[src/rtl/lkvt_pkg.sv]
`timescale 1ns / 1ps

package lkvt_pkg;

	typedef enum logic [1:0] {
		MODE_SET    = 2'd0,
		MODE_GET    = 2'd1,
		MODE_DELETE = 2'd2,
		MODE_CLEAR  = 2'd3
	} mode_t;

	typedef enum logic [2:0] {
		ST_IDLE,
		ST_SEARCH,
		ST_COMPARE,
		ST_SHIFT_RD,
		ST_SHIFT_WR,
		ST_RESPOND
	} state_t;

	typedef struct packed {
		logic load_req;
		logic rd_en;
		logic rd_next;
		logic idx_inc;
		logic count_clear;
		logic count_inc;
		logic count_dec;
		logic wr_append;
		logic wr_update;
		logic wr_shift;
		logic res_load;
		logic res_found;
		logic res_full;
		logic res_take_value;
		logic out_load;
	} cmd_t;

	typedef struct packed {
		mode_t mode;
		logic  idx_lt_count;
		logic  idx1_lt_count;
		logic  key_match;
		logic  table_full;
		logic  out_free;
	} status_t;

endpackage

[src/rtl/lkvt_dp.sv]
`timescale 1ns / 1ps

module lkvt_dp
	import lkvt_pkg::*;
#(
	parameter int ENTRIES     = 16,
	parameter int KEY_WIDTH   = 32,
	parameter int VALUE_WIDTH = 32
) (
	input  logic        clk,
	input  logic        arst_n,
	input  cmd_t        cmd,
	output status_t     status,
	input  logic [1:0]  mode,
	input  logic [31:0] key,
	input  logic [31:0] value,
	input  logic        out_stall,
	output logic        out_valid,
	output logic        found,
	output logic [31:0] read_value,
	output logic [4:0]  entry_count,
	output logic        full_error
);

	localparam int KW = (KEY_WIDTH < 32) ? KEY_WIDTH : 32;
	localparam int VW = (VALUE_WIDTH < 32) ? VALUE_WIDTH : 32;
	localparam int IW = $clog2(ENTRIES);
	localparam int CW = $clog2(ENTRIES + 1);

	logic [KW-1:0] key_mem [ENTRIES];
	logic [VW-1:0] val_mem [ENTRIES];

	mode_t         req_mode_q;
	logic [KW-1:0] req_key_q;
	logic [VW-1:0] req_value_q;
	logic [CW-1:0] idx_q;
	logic [CW-1:0] idx1;
	logic [CW-1:0] count_q;
	logic [KW-1:0] rd_key_q;
	logic [VW-1:0] rd_val_q;
	logic          res_found_q;
	logic          res_full_q;
	logic [VW-1:0] res_value_q;
	logic          out_valid_q;
	logic          found_q;
	logic          full_error_q;
	logic [31:0]   read_value_q;
	logic [4:0]    entry_count_q;

	logic [IW-1:0] rd_addr;
	logic [IW-1:0] wr_addr;
	logic          wr_en;
	logic [VW-1:0] wr_val;

	assign idx1    = idx_q + 1'b1;
	assign rd_addr = cmd.rd_next ? idx1[IW-1:0] : idx_q[IW-1:0];
	assign wr_addr = cmd.wr_append ? count_q[IW-1:0] : idx_q[IW-1:0];
	assign wr_en   = cmd.wr_append | cmd.wr_update | cmd.wr_shift;
	assign wr_val  = cmd.wr_shift ? rd_val_q : req_value_q;

	always_ff @(posedge clk) begin
		if (cmd.load_req) begin
			req_mode_q  <= mode_t'(mode);
			req_key_q   <= key[KW-1:0];
			req_value_q <= value[VW-1:0];
		end
	end

	always_ff @(posedge clk) begin
		if (cmd.rd_en) begin
			rd_key_q <= key_mem[rd_addr];
			rd_val_q <= val_mem[rd_addr];
		end
		if (wr_en) begin
			val_mem[wr_addr] <= wr_val;
		end
		if (cmd.wr_append) begin
			key_mem[wr_addr] <= req_key_q;
		end else if (cmd.wr_shift) begin
			key_mem[wr_addr] <= rd_key_q;
		end
	end

	always_ff @(posedge clk or negedge arst_n) begin
		if (!arst_n) begin
			idx_q   <= '0;
			count_q <= '0;
		end else begin
			if (cmd.load_req) begin
				idx_q <= '0;
			end else if (cmd.idx_inc) begin
				idx_q <= idx1;
			end
			priority if (cmd.count_clear) begin
				count_q <= '0;
			end else if (cmd.count_inc) begin
				count_q <= count_q + 1'b1;
			end else if (cmd.count_dec) begin
				count_q <= count_q - 1'b1;
			end
		end
	end

	always_ff @(posedge clk) begin
		if (cmd.res_load) begin
			res_found_q <= cmd.res_found;
			res_full_q  <= cmd.res_full;
			res_value_q <= cmd.res_take_value ? rd_val_q : '0;
		end
	end

	always_ff @(posedge clk or negedge arst_n) begin
		if (!arst_n) begin
			out_valid_q <= 1'b0;
		end else if (cmd.out_load) begin
			out_valid_q <= 1'b1;
		end else if (!out_stall) begin
			out_valid_q <= 1'b0;
		end
	end

	always_ff @(posedge clk) begin
		if (cmd.out_load) begin
			found_q       <= res_found_q;
			full_error_q  <= res_full_q;
			read_value_q  <= 32'(res_value_q);
			entry_count_q <= 5'(count_q);
		end
	end

	assign status.mode          = req_mode_q;
	assign status.idx_lt_count  = (idx_q < count_q);
	assign status.idx1_lt_count = (idx1 < count_q);
	assign status.key_match     = (rd_key_q == req_key_q);
	assign status.table_full    = (count_q == CW'(ENTRIES));
	assign status.out_free      = !out_valid_q || !out_stall;

	assign out_valid   = out_valid_q;
	assign found       = found_q;
	assign full_error  = full_error_q;
	assign read_value  = read_value_q;
	assign entry_count = entry_count_q;

`ifndef SYNTHESIS
	a_count_bound: assert property (@(posedge clk) disable iff (!arst_n)
		count_q <= CW'(ENTRIES))
		else $error("Entry count exceeds the table depth.");

	a_append_grows: assert property (@(posedge clk) disable iff (!arst_n)
		cmd.wr_append |=> count_q == CW'($past(count_q) + 1'b1))
		else $error("Append did not grow the entry count by one.");

	a_found_full: assert property (@(posedge clk) disable iff (!arst_n)
		out_valid_q |-> !(found_q && full_error_q))
		else $error("A word reports both a hit and a full table.");

	a_value_hit: assert property (@(posedge clk) disable iff (!arst_n)
		(out_valid_q && read_value_q != '0) |-> found_q)
		else $error("Nonzero read value without a hit.");
`endif

endmodule

[src/rtl/lkvt_ctrl.sv]
`timescale 1ns / 1ps

module lkvt_ctrl
	import lkvt_pkg::*;
(
	input  logic    clk,
	input  logic    arst_n,
	input  logic    in_valid,
	output logic    in_stall,
	input  status_t status,
	output cmd_t    cmd
);

	state_t state_q;
	state_t state_d;
	logic   accept;

	assign in_stall = (state_q != ST_IDLE);
	assign accept   = in_valid && (state_q == ST_IDLE);

	always_ff @(posedge clk or negedge arst_n) begin
		if (!arst_n) begin
			state_q <= ST_IDLE;
		end else begin
			state_q <= state_d;
		end
	end

	always_comb begin
		state_d = state_q;
		unique case (state_q)
			ST_IDLE: begin
				if (accept) begin
					state_d = ST_SEARCH;
				end
			end
			ST_SEARCH: begin
				if (status.mode == MODE_CLEAR || !status.idx_lt_count) begin
					state_d = ST_RESPOND;
				end else begin
					state_d = ST_COMPARE;
				end
			end
			ST_COMPARE: begin
				if (!status.key_match) begin
					state_d = ST_SEARCH;
				end else if (status.mode == MODE_DELETE) begin
					state_d = ST_SHIFT_RD;
				end else begin
					state_d = ST_RESPOND;
				end
			end
			ST_SHIFT_RD: begin
				state_d = status.idx1_lt_count ? ST_SHIFT_WR : ST_RESPOND;
			end
			ST_SHIFT_WR: begin
				state_d = ST_SHIFT_RD;
			end
			ST_RESPOND: begin
				if (status.out_free) begin
					state_d = ST_IDLE;
				end
			end
			default: begin
				state_d = ST_IDLE;
			end
		endcase
	end

	always_comb begin
		cmd = '0;
		unique case (state_q)
			ST_IDLE: begin
				cmd.load_req = accept;
			end
			ST_SEARCH: begin
				if (status.mode == MODE_CLEAR) begin
					cmd.count_clear = 1'b1;
					cmd.res_load    = 1'b1;
				end else if (status.idx_lt_count) begin
					cmd.rd_en = 1'b1;
				end else begin
					cmd.res_load = 1'b1;
					if (status.mode == MODE_SET) begin
						if (status.table_full) begin
							cmd.res_full = 1'b1;
						end else begin
							cmd.wr_append = 1'b1;
							cmd.count_inc = 1'b1;
						end
					end
				end
			end
			ST_COMPARE: begin
				if (!status.key_match) begin
					cmd.idx_inc = 1'b1;
				end else if (status.mode == MODE_SET) begin
					cmd.wr_update = 1'b1;
					cmd.res_load  = 1'b1;
					cmd.res_found = 1'b1;
				end else if (status.mode == MODE_GET) begin
					cmd.res_load       = 1'b1;
					cmd.res_found      = 1'b1;
					cmd.res_take_value = 1'b1;
				end
			end
			ST_SHIFT_RD: begin
				if (status.idx1_lt_count) begin
					cmd.rd_en   = 1'b1;
					cmd.rd_next = 1'b1;
				end else begin
					cmd.count_dec = 1'b1;
					cmd.res_load  = 1'b1;
					cmd.res_found = 1'b1;
				end
			end
			ST_SHIFT_WR: begin
				cmd.wr_shift = 1'b1;
				cmd.idx_inc  = 1'b1;
			end
			ST_RESPOND: begin
				cmd.out_load = status.out_free;
			end
			default: begin
				cmd = '0;
			end
		endcase
	end

endmodule

[src/rtl/linear_key_value_table_unit.sv]
// Linear key/value table with room for ENTRIES entries, kept in insertion order.
// The input channel (in_valid, in_stall) takes one request word: mode, key, value.
// Mode set updates a matching key or appends it, get looks it up, delete removes
// it and moves later entries down, and clear empties the table.
// Each request gives exactly one result word on the output channel
// (out_valid, out_stall): found, read_value, entry_count and full_error.
// Requests are handled one at a time; in_stall is high from acceptance until the
// result has been loaded into the output register.
// The search reads one slot of the entry memory per ST_SEARCH and ST_COMPARE pair,
// because the read data is registered before the key compare.
// Clear goes from ST_SEARCH straight to ST_RESPOND; after a hit, delete moves each
// later entry with an ST_SHIFT_RD and an ST_SHIFT_WR step before ST_RESPOND.
// The output register holds a word while out_stall is high and the block may
// finish the next request meanwhile, waiting only to load its result.
// Reset empties the table and drops any pending word; entry memory is not cleared.
`timescale 1ns / 1ps

module linear_key_value_table_unit
	import lkvt_pkg::*;
#(
	parameter int ENTRIES     = 16,
	parameter int KEY_WIDTH   = 32,
	parameter int VALUE_WIDTH = 32
) (
	input  logic        clk,
	input  logic        arst_n,
	input  logic        in_valid,
	output logic        in_stall,
	input  logic [1:0]  mode,
	input  logic [31:0] key,
	input  logic [31:0] value,
	output logic        out_valid,
	input  logic        out_stall,
	output logic        found,
	output logic [31:0] read_value,
	output logic [4:0]  entry_count,
	output logic        full_error
);

	cmd_t    cmd;
	status_t status;

	lkvt_ctrl u_ctrl (
		.clk      (clk),
		.arst_n   (arst_n),
		.in_valid (in_valid),
		.in_stall (in_stall),
		.status   (status),
		.cmd      (cmd)
	);

	lkvt_dp #(
		.ENTRIES     (ENTRIES),
		.KEY_WIDTH   (KEY_WIDTH),
		.VALUE_WIDTH (VALUE_WIDTH)
	) u_dp (
		.clk         (clk),
		.arst_n      (arst_n),
		.cmd         (cmd),
		.status      (status),
		.mode        (mode),
		.key         (key),
		.value       (value),
		.out_stall   (out_stall),
		.out_valid   (out_valid),
		.found       (found),
		.read_value  (read_value),
		.entry_count (entry_count),
		.full_error  (full_error)
	);

endmodule

[config.mk]
export PLATFORM = sky130hd
export DESIGN_NAME = linear_key_value_table_unit
export DESIGN_NICKNAME = d
export VERILOG_FILES = /design/src/rtl/lkvt_pkg.sv /design/src/rtl/lkvt_dp.sv /design/src/rtl/lkvt_ctrl.sv /design/src/rtl/linear_key_value_table_unit.sv
export SDC_FILE = /design/constraint.sdc
export NUM_CORES = 1
export LEC_CHECK = 0
export ABC_AREA = 1
export BUFFER_PORTS_ARGS = -buffer_cell sky130_fd_sc_hd__buf_2
export CAP_MARGIN = 20
export CELL_PAD_IN_SITES_DETAIL_PLACEMENT = 2
export CELL_PAD_IN_SITES_GLOBAL_PLACEMENT = 2
export CORE_MARGIN = 4
export CORE_UTILIZATION = 39
export DETAILED_ROUTE_END_ITERATION = 10
export PLACE_DENSITY_LB_ADDON = 0.08
export SYNTH_ARGS = -nofsm -noshare
export SYNTH_HDL_FRONTEND = slang
export SYNTH_SLANG_ARGS = --single-unit
[constraint.sdc]
create_clock -name clk -period 4.2 [get_ports clk]
set_input_delay 0.21 -clock clk [delete_from_list [all_inputs] [get_ports clk]]
set_output_delay 0.21 -clock clk [all_outputs]
set_load 0.05 [all_outputs]
==> Word level (Yosys, flattened, before mapping) <==
Memory sizes are Yosys's and may differ from the RTL's. A register that Yosys moved wholly into a read port is not among the register bits.
Cells that the tools add are included.
{ "totals": {"reg_bits": 153, "mem_bits_rw": 1024, "input_bits": 70, "out_inout_bits": 41, "word_cells": 112, "mem_count": 2} }
{ "memory_table": {"columns": ["memory", "words", "word_bits", "read_ports", "rd_ports_with_merged_regs", "wr", "line", "rtl"], "rows": [
  ["u_dp.key_mem", 16, 32, 1, 1, 1, "lkvt_dp.sv:30", "logic [KW-1:0] key_mem [ENTRIES];"],
  ["u_dp.val_mem", 16, 32, 1, 1, 1, "lkvt_dp.sv:31", "logic [VW-1:0] val_mem [ENTRIES];"]
]} }
{ "classes": {"n_addsub": 3, "magnitude_cmp": 2, "n_eq_ne": 13, "mux": 60, "bitwise_logic": 5, "n_reduce_logical": 13} }
{ "ops": {"columns": ["operator", "count"], "rows": [
  ["32-bit 2-to-1 mux", 2],
  ["1-bit 2-to-1 mux", 35],
  ["32-bit == test", 1],
  ["5-bit 2-to-1 mux", 5],
  ["3-bit one-hot mux with 6 select lines", 1],
  ["3-bit 2-to-1 mux", 5],
  ["2-bit 2-to-1 mux", 6],
  ["5-bit by 1-bit adder with 5-bit output (second input constant)", 2],
  ["5-bit < comparator", 2],
  ["4-bit 2-to-1 mux", 2],
  ["3-bit by 2-bit == test with 1-bit output (second input constant)", 2],
  ["3-bit == test (second input constant)", 2],
  ["2-bit by 1-bit inequality test with 1-bit output (second input constant)", 3],
  ["1-bit one-hot mux with 2 select lines", 3],
  ["3-bit nonzero test", 2],
  ["5-bit == test (second input constant)", 1],
  ["5-bit by 1-bit subtractor with 5-bit output (second input constant)", 1],
  ["2-bit == test (second input constant)", 2],
  ["4-bit OR reduction", 1],
  ["3-bit by 1-bit == test with 1-bit output (second input constant)", 1],
  ["1-bit zero test", 3],
  ["3-bit zero test", 1],
  ["1-bit bitwise OR", 3],
  ["1-bit one-hot mux with 3 select lines", 1],
  ["7 further kinds", 9]
]} }

==> Logic depth before layout (Yosys ltp) <==
Gate-level depths: netlist of the first run.
{ "logic_depth": {"depth_word": 10, "depth_mapped": 18, "mapped_depth_nobuf": 16} }

==> Cells and area by module <==
Synthesis of the first run repeated with hierarchy kept, for this count alone.
{ "unflattened": {"cells_unflattened": 4977, "area_unflattened_um2": 53780.3} }
{ "modules_own_cells": {"columns": ["mod", "n_inst", "cells_each", "area_each_um2", "seq_area_each_um2"], "rows": [
  ["lkvt_dp", 1, 4920, 53455.0, 37120.6],
  ["lkvt_ctrl", 1, 57, 325.3, 75.1]
]} }

==> Least setup slack after synthesis of the first run <==
OpenSTA, ideal clock, no wires.
{ "synth_path": {"path_kind": "register -> register", "start": "reg u_ctrl.state_q[0]", "end": "reg u_dp.idx_q[0]", "setup_time_ns": 0.131, "t_arrival_ns": 4.713, "required_ns": 4.069, "setup_slack_ns": -0.644, "path_stages_with_launch": 7, "path_buffers": 0, "period_less_slack_ns": 4.844, "path_cell_list": "dfrtp_1 > nor2_1 > nand2_1 > nor2_1 > inv_1 > nand3_1 > o21ai_0"} }
{ "synth_rtl": {"columns": ["item", "line", "rtl"], "rows": [
  ["start: declaration", "lkvt_ctrl.sv:14", "state_t state_q;"],
  ["start signal: assignment", "lkvt_ctrl.sv:25", "state_q <= state_d;"],
  ["end signal: assignment", "lkvt_dp.sv:92", "idx_q <= idx1;"],
  ["end: declaration", "lkvt_dp.sv:36", "logic [CW-1:0] idx_q;"]
]} }

==> Final worst setup path of the first run <==
{ "layout_path": {"start": "reg u_dp.count_q[4]", "end": "mem u_dp.key_mem[0][23] (netlist name) (enable)"} }
{ "layout_between": {"elab_chain_len": 9, "word_cells_on_any_way": 13, "classes_between": "order compare: 1; eq/ne: 1; mux: 10; bitwise: 1"} }
{ "layout_rtl": {"columns": ["item", "line", "rtl"], "rows": [
  ["start: declaration", "lkvt_dp.sv:38", "logic [CW-1:0] count_q;"],
  ["start signal: assignment", "lkvt_dp.sv:97", "count_q <= count_q + 1'b1;"],
  ["start signal: assignment", "lkvt_dp.sv:99", "count_q <= count_q - 1'b1;"],
  ["5-bit == test", "lkvt_dp.sv:135", "assign status.table_full = (count_q == CW'(ENTRIES));"],
  ["1-bit 2-to-1 mux", "lkvt_ctrl.sv:85", "if (status.table_full) begin"],
  ["1-bit 2-to-1 mux", "lkvt_ctrl.sv:84", "if (status.mode == MODE_SET) begin"],
  ["1-bit 2-to-1 mux (*)", "lkvt_ctrl.sv:80", "end else if (status.idx_lt_count) begin"],
  ["1-bit 2-to-1 mux (*)", "lkvt_ctrl.sv:77", "if (status.mode == MODE_CLEAR) begin"],
  ["1-bit 2-to-1 mux (*)", "lkvt_ctrl.sv:72", "unique case (state_q)"],
  ["1-bit 2-to-1 mux", "lkvt_dp.sv:77", "if (cmd.wr_append) begin"],
  ["1-bit 2-to-1 mux (on tied branches)", "lkvt_dp.sv:78, lkvt_dp.sv:80", null],
  ["1-bit bitwise OR (no source line)", null, null],
  ["end: declaration", "lkvt_dp.sv:30", null]
]} }
Every way passes the cells marked *; elsewhere a longest branch is shown, timed or not.

==> impl_metrics.env, run 1 <==
export IMPL_clockBufferDepth=3
export IMPL_drive_gt1_frac=0.107
export IMPL_drv_slew=0
export IMPL_p_leak_nw=25.5
export IMPL_setup_viol=0
export IMPL_grt_max_degree=93
export IMPL_post_place_cells=6633
export IMPL_synth_area_um2=53500
export IMPL_die_w_um=378
export IMPL_drc=0
export IMPL_root_buffer="clkbuf_16"
export IMPL_cts_buffers=141
export IMPL_yosysSeqAreaShare=0.695
export IMPL_synthCells=4826
export IMPL_status="completed"
export IMPL_drt_antenna_violating_nets=0
export IMPL_antenna_cells=0
export IMPL_clkTransAtPathRegs_ns=0.06
export IMPL_num_vias=37000
export IMPL_track_usage=0.254
export IMPL_wire_per_inst_um=26.2
export IMPL_end_kind="register"
export IMPL_synth_area_per_cell_um2=11.1
export IMPL_hold_class="in2reg"
export IMPL_gr_total_overflow=0
export IMPL_cts_tree="yes"
export IMPL_layout_common_cells="edfxtp_1, nand3_1, inv_1"
export IMPL_vdd_drop_max_mv=0.436
export IMPL_io_buffer_count=110
export IMPL_first_pass_iters=6
export IMPL_yosys_warnings=0
export IMPL_rows=135
export IMPL_drt_iter0_markers=2522
export IMPL_layout_commonest_cell="edfxtp_1"
export IMPL_finalClockSkew_ns=0.0254
export IMPL_antenna_found_initial=0
export IMPL_start_util=0.394
export IMPL_power_density_nw_per_um2=686
export IMPL_grt_pass1_wl_um=266000
export IMPL_critPathRequiredTime_ns=4.66
export IMPL_min_period_ns=3.79
export IMPL_synth_top_family_by_area="simple AND/OR/NAND/NOR gates"
export IMPL_hpwl_um=100000
export IMPL_insertion_delay_ns=0.78
export IMPL_crit_fanout=17
export IMPL_synthTopCellsByArea="edfxtp_1, nand3_1, inv_1"
export IMPL_rsz0062_at_grt="false"
export IMPL_htree_levels=4
export IMPL_gp_congestion=0.742
export IMPL_ys_types=29
export IMPL_cts_sinks=1241
export IMPL_path_class="reg2reg"
export IMPL_fillers=13600
export IMPL_max_clock_freq_mhz=264
export IMPL_ctsResizeCount=0
export IMPL_yosysTopAreaCell="edfxtp_1"
export IMPL_finalHoldViolations=0
export IMPL_via_per_inst=5.32
export IMPL_io_pins=111
export IMPL_hold_buffers=72
export IMPL_core_um2=136000
export IMPL_synthAdderAreaFrac=0.00318
export IMPL_area_growth_pct=17.5
export IMPL_synth_simple_area_share=0.197
export IMPL_post_route_period_util=0.903
export IMPL_max_cap_viol_count=0
export IMPL_wirelength_um=182000
export IMPL_post_cts_buffers=0
export IMPL_dieArea_um2=143000
export IMPL_synth_top_cell_area_share=0.688
export IMPL_tns_ns=0
export IMPL_synth_area_mux_share=0.00421
export IMPL_arrival_ns=4.25
export IMPL_num_nets_final=5151
export IMPL_synth_seq_cells=1241
export IMPL_tightestPinTransition_ns=1.00
export IMPL_die_h_um=378
export IMPL_cp_start_kind="register"
export IMPL_relSlewSlack=0.330
export IMPL_grt_pass1_vias=40900
export IMPL_fin_cells=6955
export IMPL_synth_xor_area_frac=0.00442
export IMPL_synthesis_nets=4909
export IMPL_synth_compound_area_frac=0.00713
## report_power, final
group / switching [mW] / internal (mW)
Clock: 5.06 / 6.88
Combinational: 10.5 / 4.06
Sequential: 0.514 / 16.1
## final cells by class
cell class | instances | area [um2] | area share
clock buffer | 186 | 3870 | 0.0615
clock inverter | 63 | 487 | 0.00774
inverter | 936 | 3520 | 0.0560
multi-input combinational | 2387 | 11800 | 0.188
sequential | 1241 | 37200 | 0.591
tap | 1781 | 2230 | 0.0354
timing repair buffer | 361 | 3800 | 0.0605
## worst max-delay path: stages (launching register included)
cell,delay (ns)
dfrtp_1,0.45
inv_1,0.16
ha_1,0.33
nand2_1,0.08
nor2_1,0.12
o21ai_1,0.08
o211ai_1,0.18
nand3_2,0.44
o21ai_1,0.45
nand2_1,0.38
nor3_4,0.52
buf_12,0.25
## synthesized netlist by cell type
master / count
nand3_2: 2
a21oi_2: 1
xor2_1: 17
o211ai_1: 3
dfrtp_1: 14
o21ai_1: 6
nor2_2: 2
buf_1: 17
mux2_2: 20
buf_4: 3
buf_2: 185
ha_1: 12
nor3_2: 1
nand3b_1: 192
edfxtp_1: 1227
a21oi_1: 6
o21ai_0: 58
inv_1: 932
clkbuf_1: 57
nand4_1: 10
fa_1: 1
nand2_1: 915
nor2_1: 63
nor3_1: 24
or2_2: 2
nand3_1: 1040
nand2_2: 2
inv_2: 4
xnor2_1: 10
## routing by layer
metal | vias up | part of all wire | global-route usage
li1 | 16600 | - | -
met1 | 19400 | 0.41 | 0.309
met2 | 753 | 0.52 | 0.461
met3 | 301 | 0.036 | 0.0344
met4 | 0 | 0.032 | 0.0839
met5 | - | 0 | 0
## final timing paths
path,start,endpoint,slack [ns],cells after the start
max in group asynchronous,arst_n,u_dp.idx_q[2],3.08,3
worst min-delay path,value[24],u_dp.req_value_q[24],0.15,2
worst max register to register,u_dp.count_q[4],u_dp.key_mem[0][23],0.41,11
min in group asynchronous,arst_n,u_dp.count_q[0],0.63,3
worst min register to register,u_dp.res_value_q[0],u_dp.read_value[0],0.42,0
worst max-delay path,u_dp.count_q[4],u_dp.key_mem[0][23],0.41,11
## through the flow
| step | cell area (um2) | setup WS (ns) | power [mW] | util | hold slack, ns |
|---|---|---|---|---|---|
| detailed placement | 57800 | 0.385 | 31.5 | 0.426 | 0.152 |
| finish | 62900 | 0.409 | 43.1 | 0.463 | 0.153 |
| global placement | 57800 | 0.527 | 30.9 | 0.426 | 0.156 |
| floorplan | 53500 | -0.350 | 25.2 | - | -0.0856 |
| global route | 62900 | 0.0960 | 45.4 | 0.463 | 0.111 |
| CTS | 62900 | 0.363 | 43.7 | 0.463 | 0.0858 |
## cells by family after synthesis
| family | after synthesis |
|---|---|
| compound gates | 74 |
| xor+xnor | 27 |
| fa+ha+maj | 13 |
| buf+inv | 1198 |
| flops | 1241 |
| mux | 20 |
| simple gates | 2253 |
## state kept, by name (all words and copies together), names as in the netlist
register / count
u_dp.count_q: 5
u_dp.res_value_q: 32
u_dp.idx_q: 5
u_dp.req_mode_q: 2
u_dp.req_value_q: 32
u_dp.out_valid: 1
u_dp.res_full_q: 1
u_dp.found: 1
u_dp.key_mem: 512
u_dp.full_error: 1
u_dp.entry_count: 5
u_dp.read_value: 32
u_ctrl.state_q: 3
u_dp.req_key_q: 32
u_dp.res_found_q: 1
u_dp.rd_val_q: 32
u_dp.rd_key_q: 32
u_dp.val_mem: 512
Power figures use the tool's default switching activity.
==> run 2, diff against run 1 <==
CORE_UTILIZATION = 38   (was 39)
GPL_TIMING_DRIVEN = 0   (was not set)
SYNTH_HIERARCHICAL = 1   (was not set)
==> run 2 against run 1 <==
- final cell count up 6.4%
- worst setup slack worse by 0.46 ns
- wire length increased by 21%
- clock skew rose by 0.0024 ns
- register-to-register slack got worse by 0.46 ns
- non-clock buffer count up 199
- first-iteration DRC count increased by 58%
- sequential share of layout area decreased by 1.5 points
- maximum frequency shrank 11%
- largest cell class unchanged
- highest routed layer unchanged
- the run now ends with negative setup slack left
- critical path depth increased by 2
- core utilization down 0.19 points
- clock power hardly changed
==> impl_metrics.env, run 2 <==
export IMPL_status="finished with violations"
export IMPL_violations="negative setup slack"
export IMPL_insertion_delay_ns=0.78
export IMPL_cts_buffers=144
export IMPL_reg_top3="u_dp/key_mem (512), u_dp/val_mem (512)"
export IMPL_slowest_delay_ns=0.48
export IMPL_finalClockSkew_ns=0.0279
export IMPL_design_area_um2=64600
export IMPL_drv_slew=0
export IMPL_swShare=0.431
export IMPL_combPwrFrac=0.430
export IMPL_hpwl_um=144000
export IMPL_rows=137
export IMPL_synthTopCellsByArea="edfxtp_1, nand3_1, inv_1"
export IMPL_layout_commonest_cell="edfxtp_1"
export IMPL_antenna_cells=0
export IMPL_cts_sinks=1241
export IMPL_clockBufferDepth=3
export IMPL_layout_common_cells="edfxtp_1, nand3_1, inv_1"
export IMPL_slowest_stage="nor2_1"
export IMPL_arrival_ns=4.71
export IMPL_seqPwrFrac=0.335
export IMPL_track_usage=0.293
export IMPL_grt_max_degree=25
export IMPL_area_growth_pct=20.1
export IMPL_die_w_um=384
export IMPL_critPathRequiredTime_ns=4.66
export IMPL_synth_main_ff_cell="edfxtp_1"
export IMPL_grt_pass1_wl_um=308000
export IMPL_vdd_drop_max_mv=0.431
export IMPL_power_mw=50.5
export IMPL_yosysSeqAreaShare=0.692
export IMPL_worstSetupPathDepth=13
export IMPL_path_cells="inv_1, ha_1, nand2_1, o21ai_0, nor2_1, nor4_4, clkbuf_2, o21ai_0, nor2_1, nand2_1, nor2_4, buf_16, buf_16"
export IMPL_yosysTopAreaCell="edfxtp_1"
export IMPL_wirelength_um=220000
export IMPL_synth_area_per_cell_um2=10.8
export IMPL_internal_power_mw=28.7
export IMPL_synth_commonest_cells="edfxtp_1, nand3_1, inv_1, nand2_1, buf_2"
export IMPL_ys_types=29
export IMPL_post_route_period_util=1.01
export IMPL_relSlewSlack=0.361
export IMPL_clkTransAtPathRegs_ns=0.06
export IMPL_num_vias=40800
export IMPL_min_period_ns=4.25
export IMPL_synth_async_reset_ratio=0.0113
export IMPL_wire_per_inst_um=29.8
export IMPL_rrSetupSlack_ns=-0.05
export IMPL_crit_buf_inv=4
export IMPL_crit_fanout=14
export IMPL_drive_gt1_frac=0.135
export IMPL_pre_cts_slack_ns=-0.892
export IMPL_post_place_cells=7021
export IMPL_crit_family="simple AND/OR/NAND/NOR gates"
export IMPL_drc=0
export IMPL_synthCells=4977
export IMPL_start_util=0.384
export IMPL_synth_area_um2=53800
export IMPL_place_area_um2=58100
export IMPL_root_buffer="clkbuf_16"
export IMPL_gp_congestion=0.803
export IMPL_grt_pass1_vias=43100
export IMPL_synthesis_nets=5060
export IMPL_cp_start_kind="register"
export IMPL_hold_path_depth=2
export IMPL_drt_antenna_violating_nets=0
export IMPL_fin_cells=7403
export IMPL_synth_most_common_cell="edfxtp_1"
export IMPL_die_h_um=384
export IMPL_via_per_inst=5.51
export IMPL_synth_top_cell_area_share=0.685
export IMPL_p_clk_frac=0.235
export IMPL_max_cap_viol_count=0
export IMPL_worst_slack_ns=-0.0499
export IMPL_dieArea_um2=148000
export IMPL_cts_tree="yes"
export IMPL_tightestPinTransition_ns=0.959
export IMPL_end_kind="register"
export IMPL_io_pins=111
export IMPL_gr_total_overflow=0
export IMPL_power_density_nw_per_um2=782
export IMPL_first_pass_iters=5
export IMPL_rsz0062_at_grt="true"
export IMPL_drt_iter0_markers=3991
export IMPL_max_clock_freq_mhz=235
export IMPL_setup_viol=14
export IMPL_io_buffer_count=110
export IMPL_htree_levels=4
export IMPL_synth_seq_cells=1241
export IMPL_switchingPower_mw=21.8
export IMPL_core_um2=140000
export IMPL_hold_class="in2reg"
export IMPL_antenna_found_initial=7
export IMPL_synth_edf_count=1227
export IMPL_utilization=0.461
export IMPL_p_leak_nw=27.1
export IMPL_num_nets_final=5503
export IMPL_finalHoldViolations=0
export IMPL_ff2ff_path_depth=13
export IMPL_yosys_warnings=6
export IMPL_path_class="reg2reg"
run 2: cell types whose count changed after synthesis, sizes merged, moves of 27 or more:
cell / previous run / this run
buf: 205 / 233
clkbuf: 57 / 30
inv: 936 / 1043
nand2: 917 / 1000
nand3: 1042 / 1174
nand3b: 192 / 64
o21ai: 64 / 22
run 2: worst reg2reg max path: cells and delay by family (launching register included):
family          cells  cell delay (ns)
simple gates        6             1.83
flops               1             0.46
fa+ha+maj           1             0.32
buf+inv             4             0.91
compound gates      2             0.41
run 2: worst paths after layout:
check,startpoint,to
max in group asynchronous,arst_n,u_dp/idx_q[1]
min in group asynchronous,arst_n,u_ctrl/state_q[1]
hold / removal,value[30],u_dp/req_value_q[30]
setup reg to reg,u_dp/count_q[3],u_dp/key_mem[15][8]
hold reg to reg,u_dp/res_value_q[13],u_dp/read_value[13]
setup / recovery,u_dp/count_q[3],u_dp/key_mem[15][8]
run 2: cell type report:
cell class	instances	area [um2]
buffer	262	1890
sequential	1241	37200
multi-input combinational	2430	11700
clock buffer	183	3780
clock inverter	70	513
fill	14200	75400
tap	1876	2350
inverter	1043	3920
timing repair buffer	298	3210
run 2: power by group through the flow:
stage	clock network (mW)	logic [mW]	registers (mW)
after global placement	0	18.7	17.3
after detailed placement	0	19.9	17.2
after global routing	12.6	22.8	17.0
after floorplan	0	10.1	17.2
after CTS	12.1	20.7	16.9
final	11.9	21.7	16.9
run 2: cell families after synthesis:
kind of cell | share of synthesized area
simple gates | 0.195
buf+inv | 0.0970
flops | 0.692
compound gates | 0.00370
xor+xnor | 0.00521
mux | 0.00398
fa+ha+maj | 0.00316
run 2: metal layers:
layer / GRT usage / up-vias / wire, um
met5: 0 / - / 0
met4: 0.0953 / 0 / 6980
met3: 0.0433 / 347 / 14200
met2: 0.484 / 1512 / 105000
met1: 0.398 / 21700 / 93900
li1: - / 17300 / -
run 2: metrics by stage:
step / hold slack, ns / TNS (ns)
2_1_floorplan: -0.0856 / 0
3_3_place_gp: 0.153 / -3253.61
3_5_place_dp: 0.157 / -293.23
4_1_cts: 0.0841 / -1.21
5_1_grt: 0.120 / -1.74
6_report: 0.148 / -0.530
run 2: what timing repair did:
| item | in CTS | in global routing |
|---|---|---|
| hold endpoints to repair | 90 | 0 |
| pin swaps | 24 | 6 |
| setup buffers | 39 | 19 |
| hold buffers | 70 | 0 |
| endpoints found under the setup margin | 1029 | 658 |
| gates resized for setup | 126 | 132 |
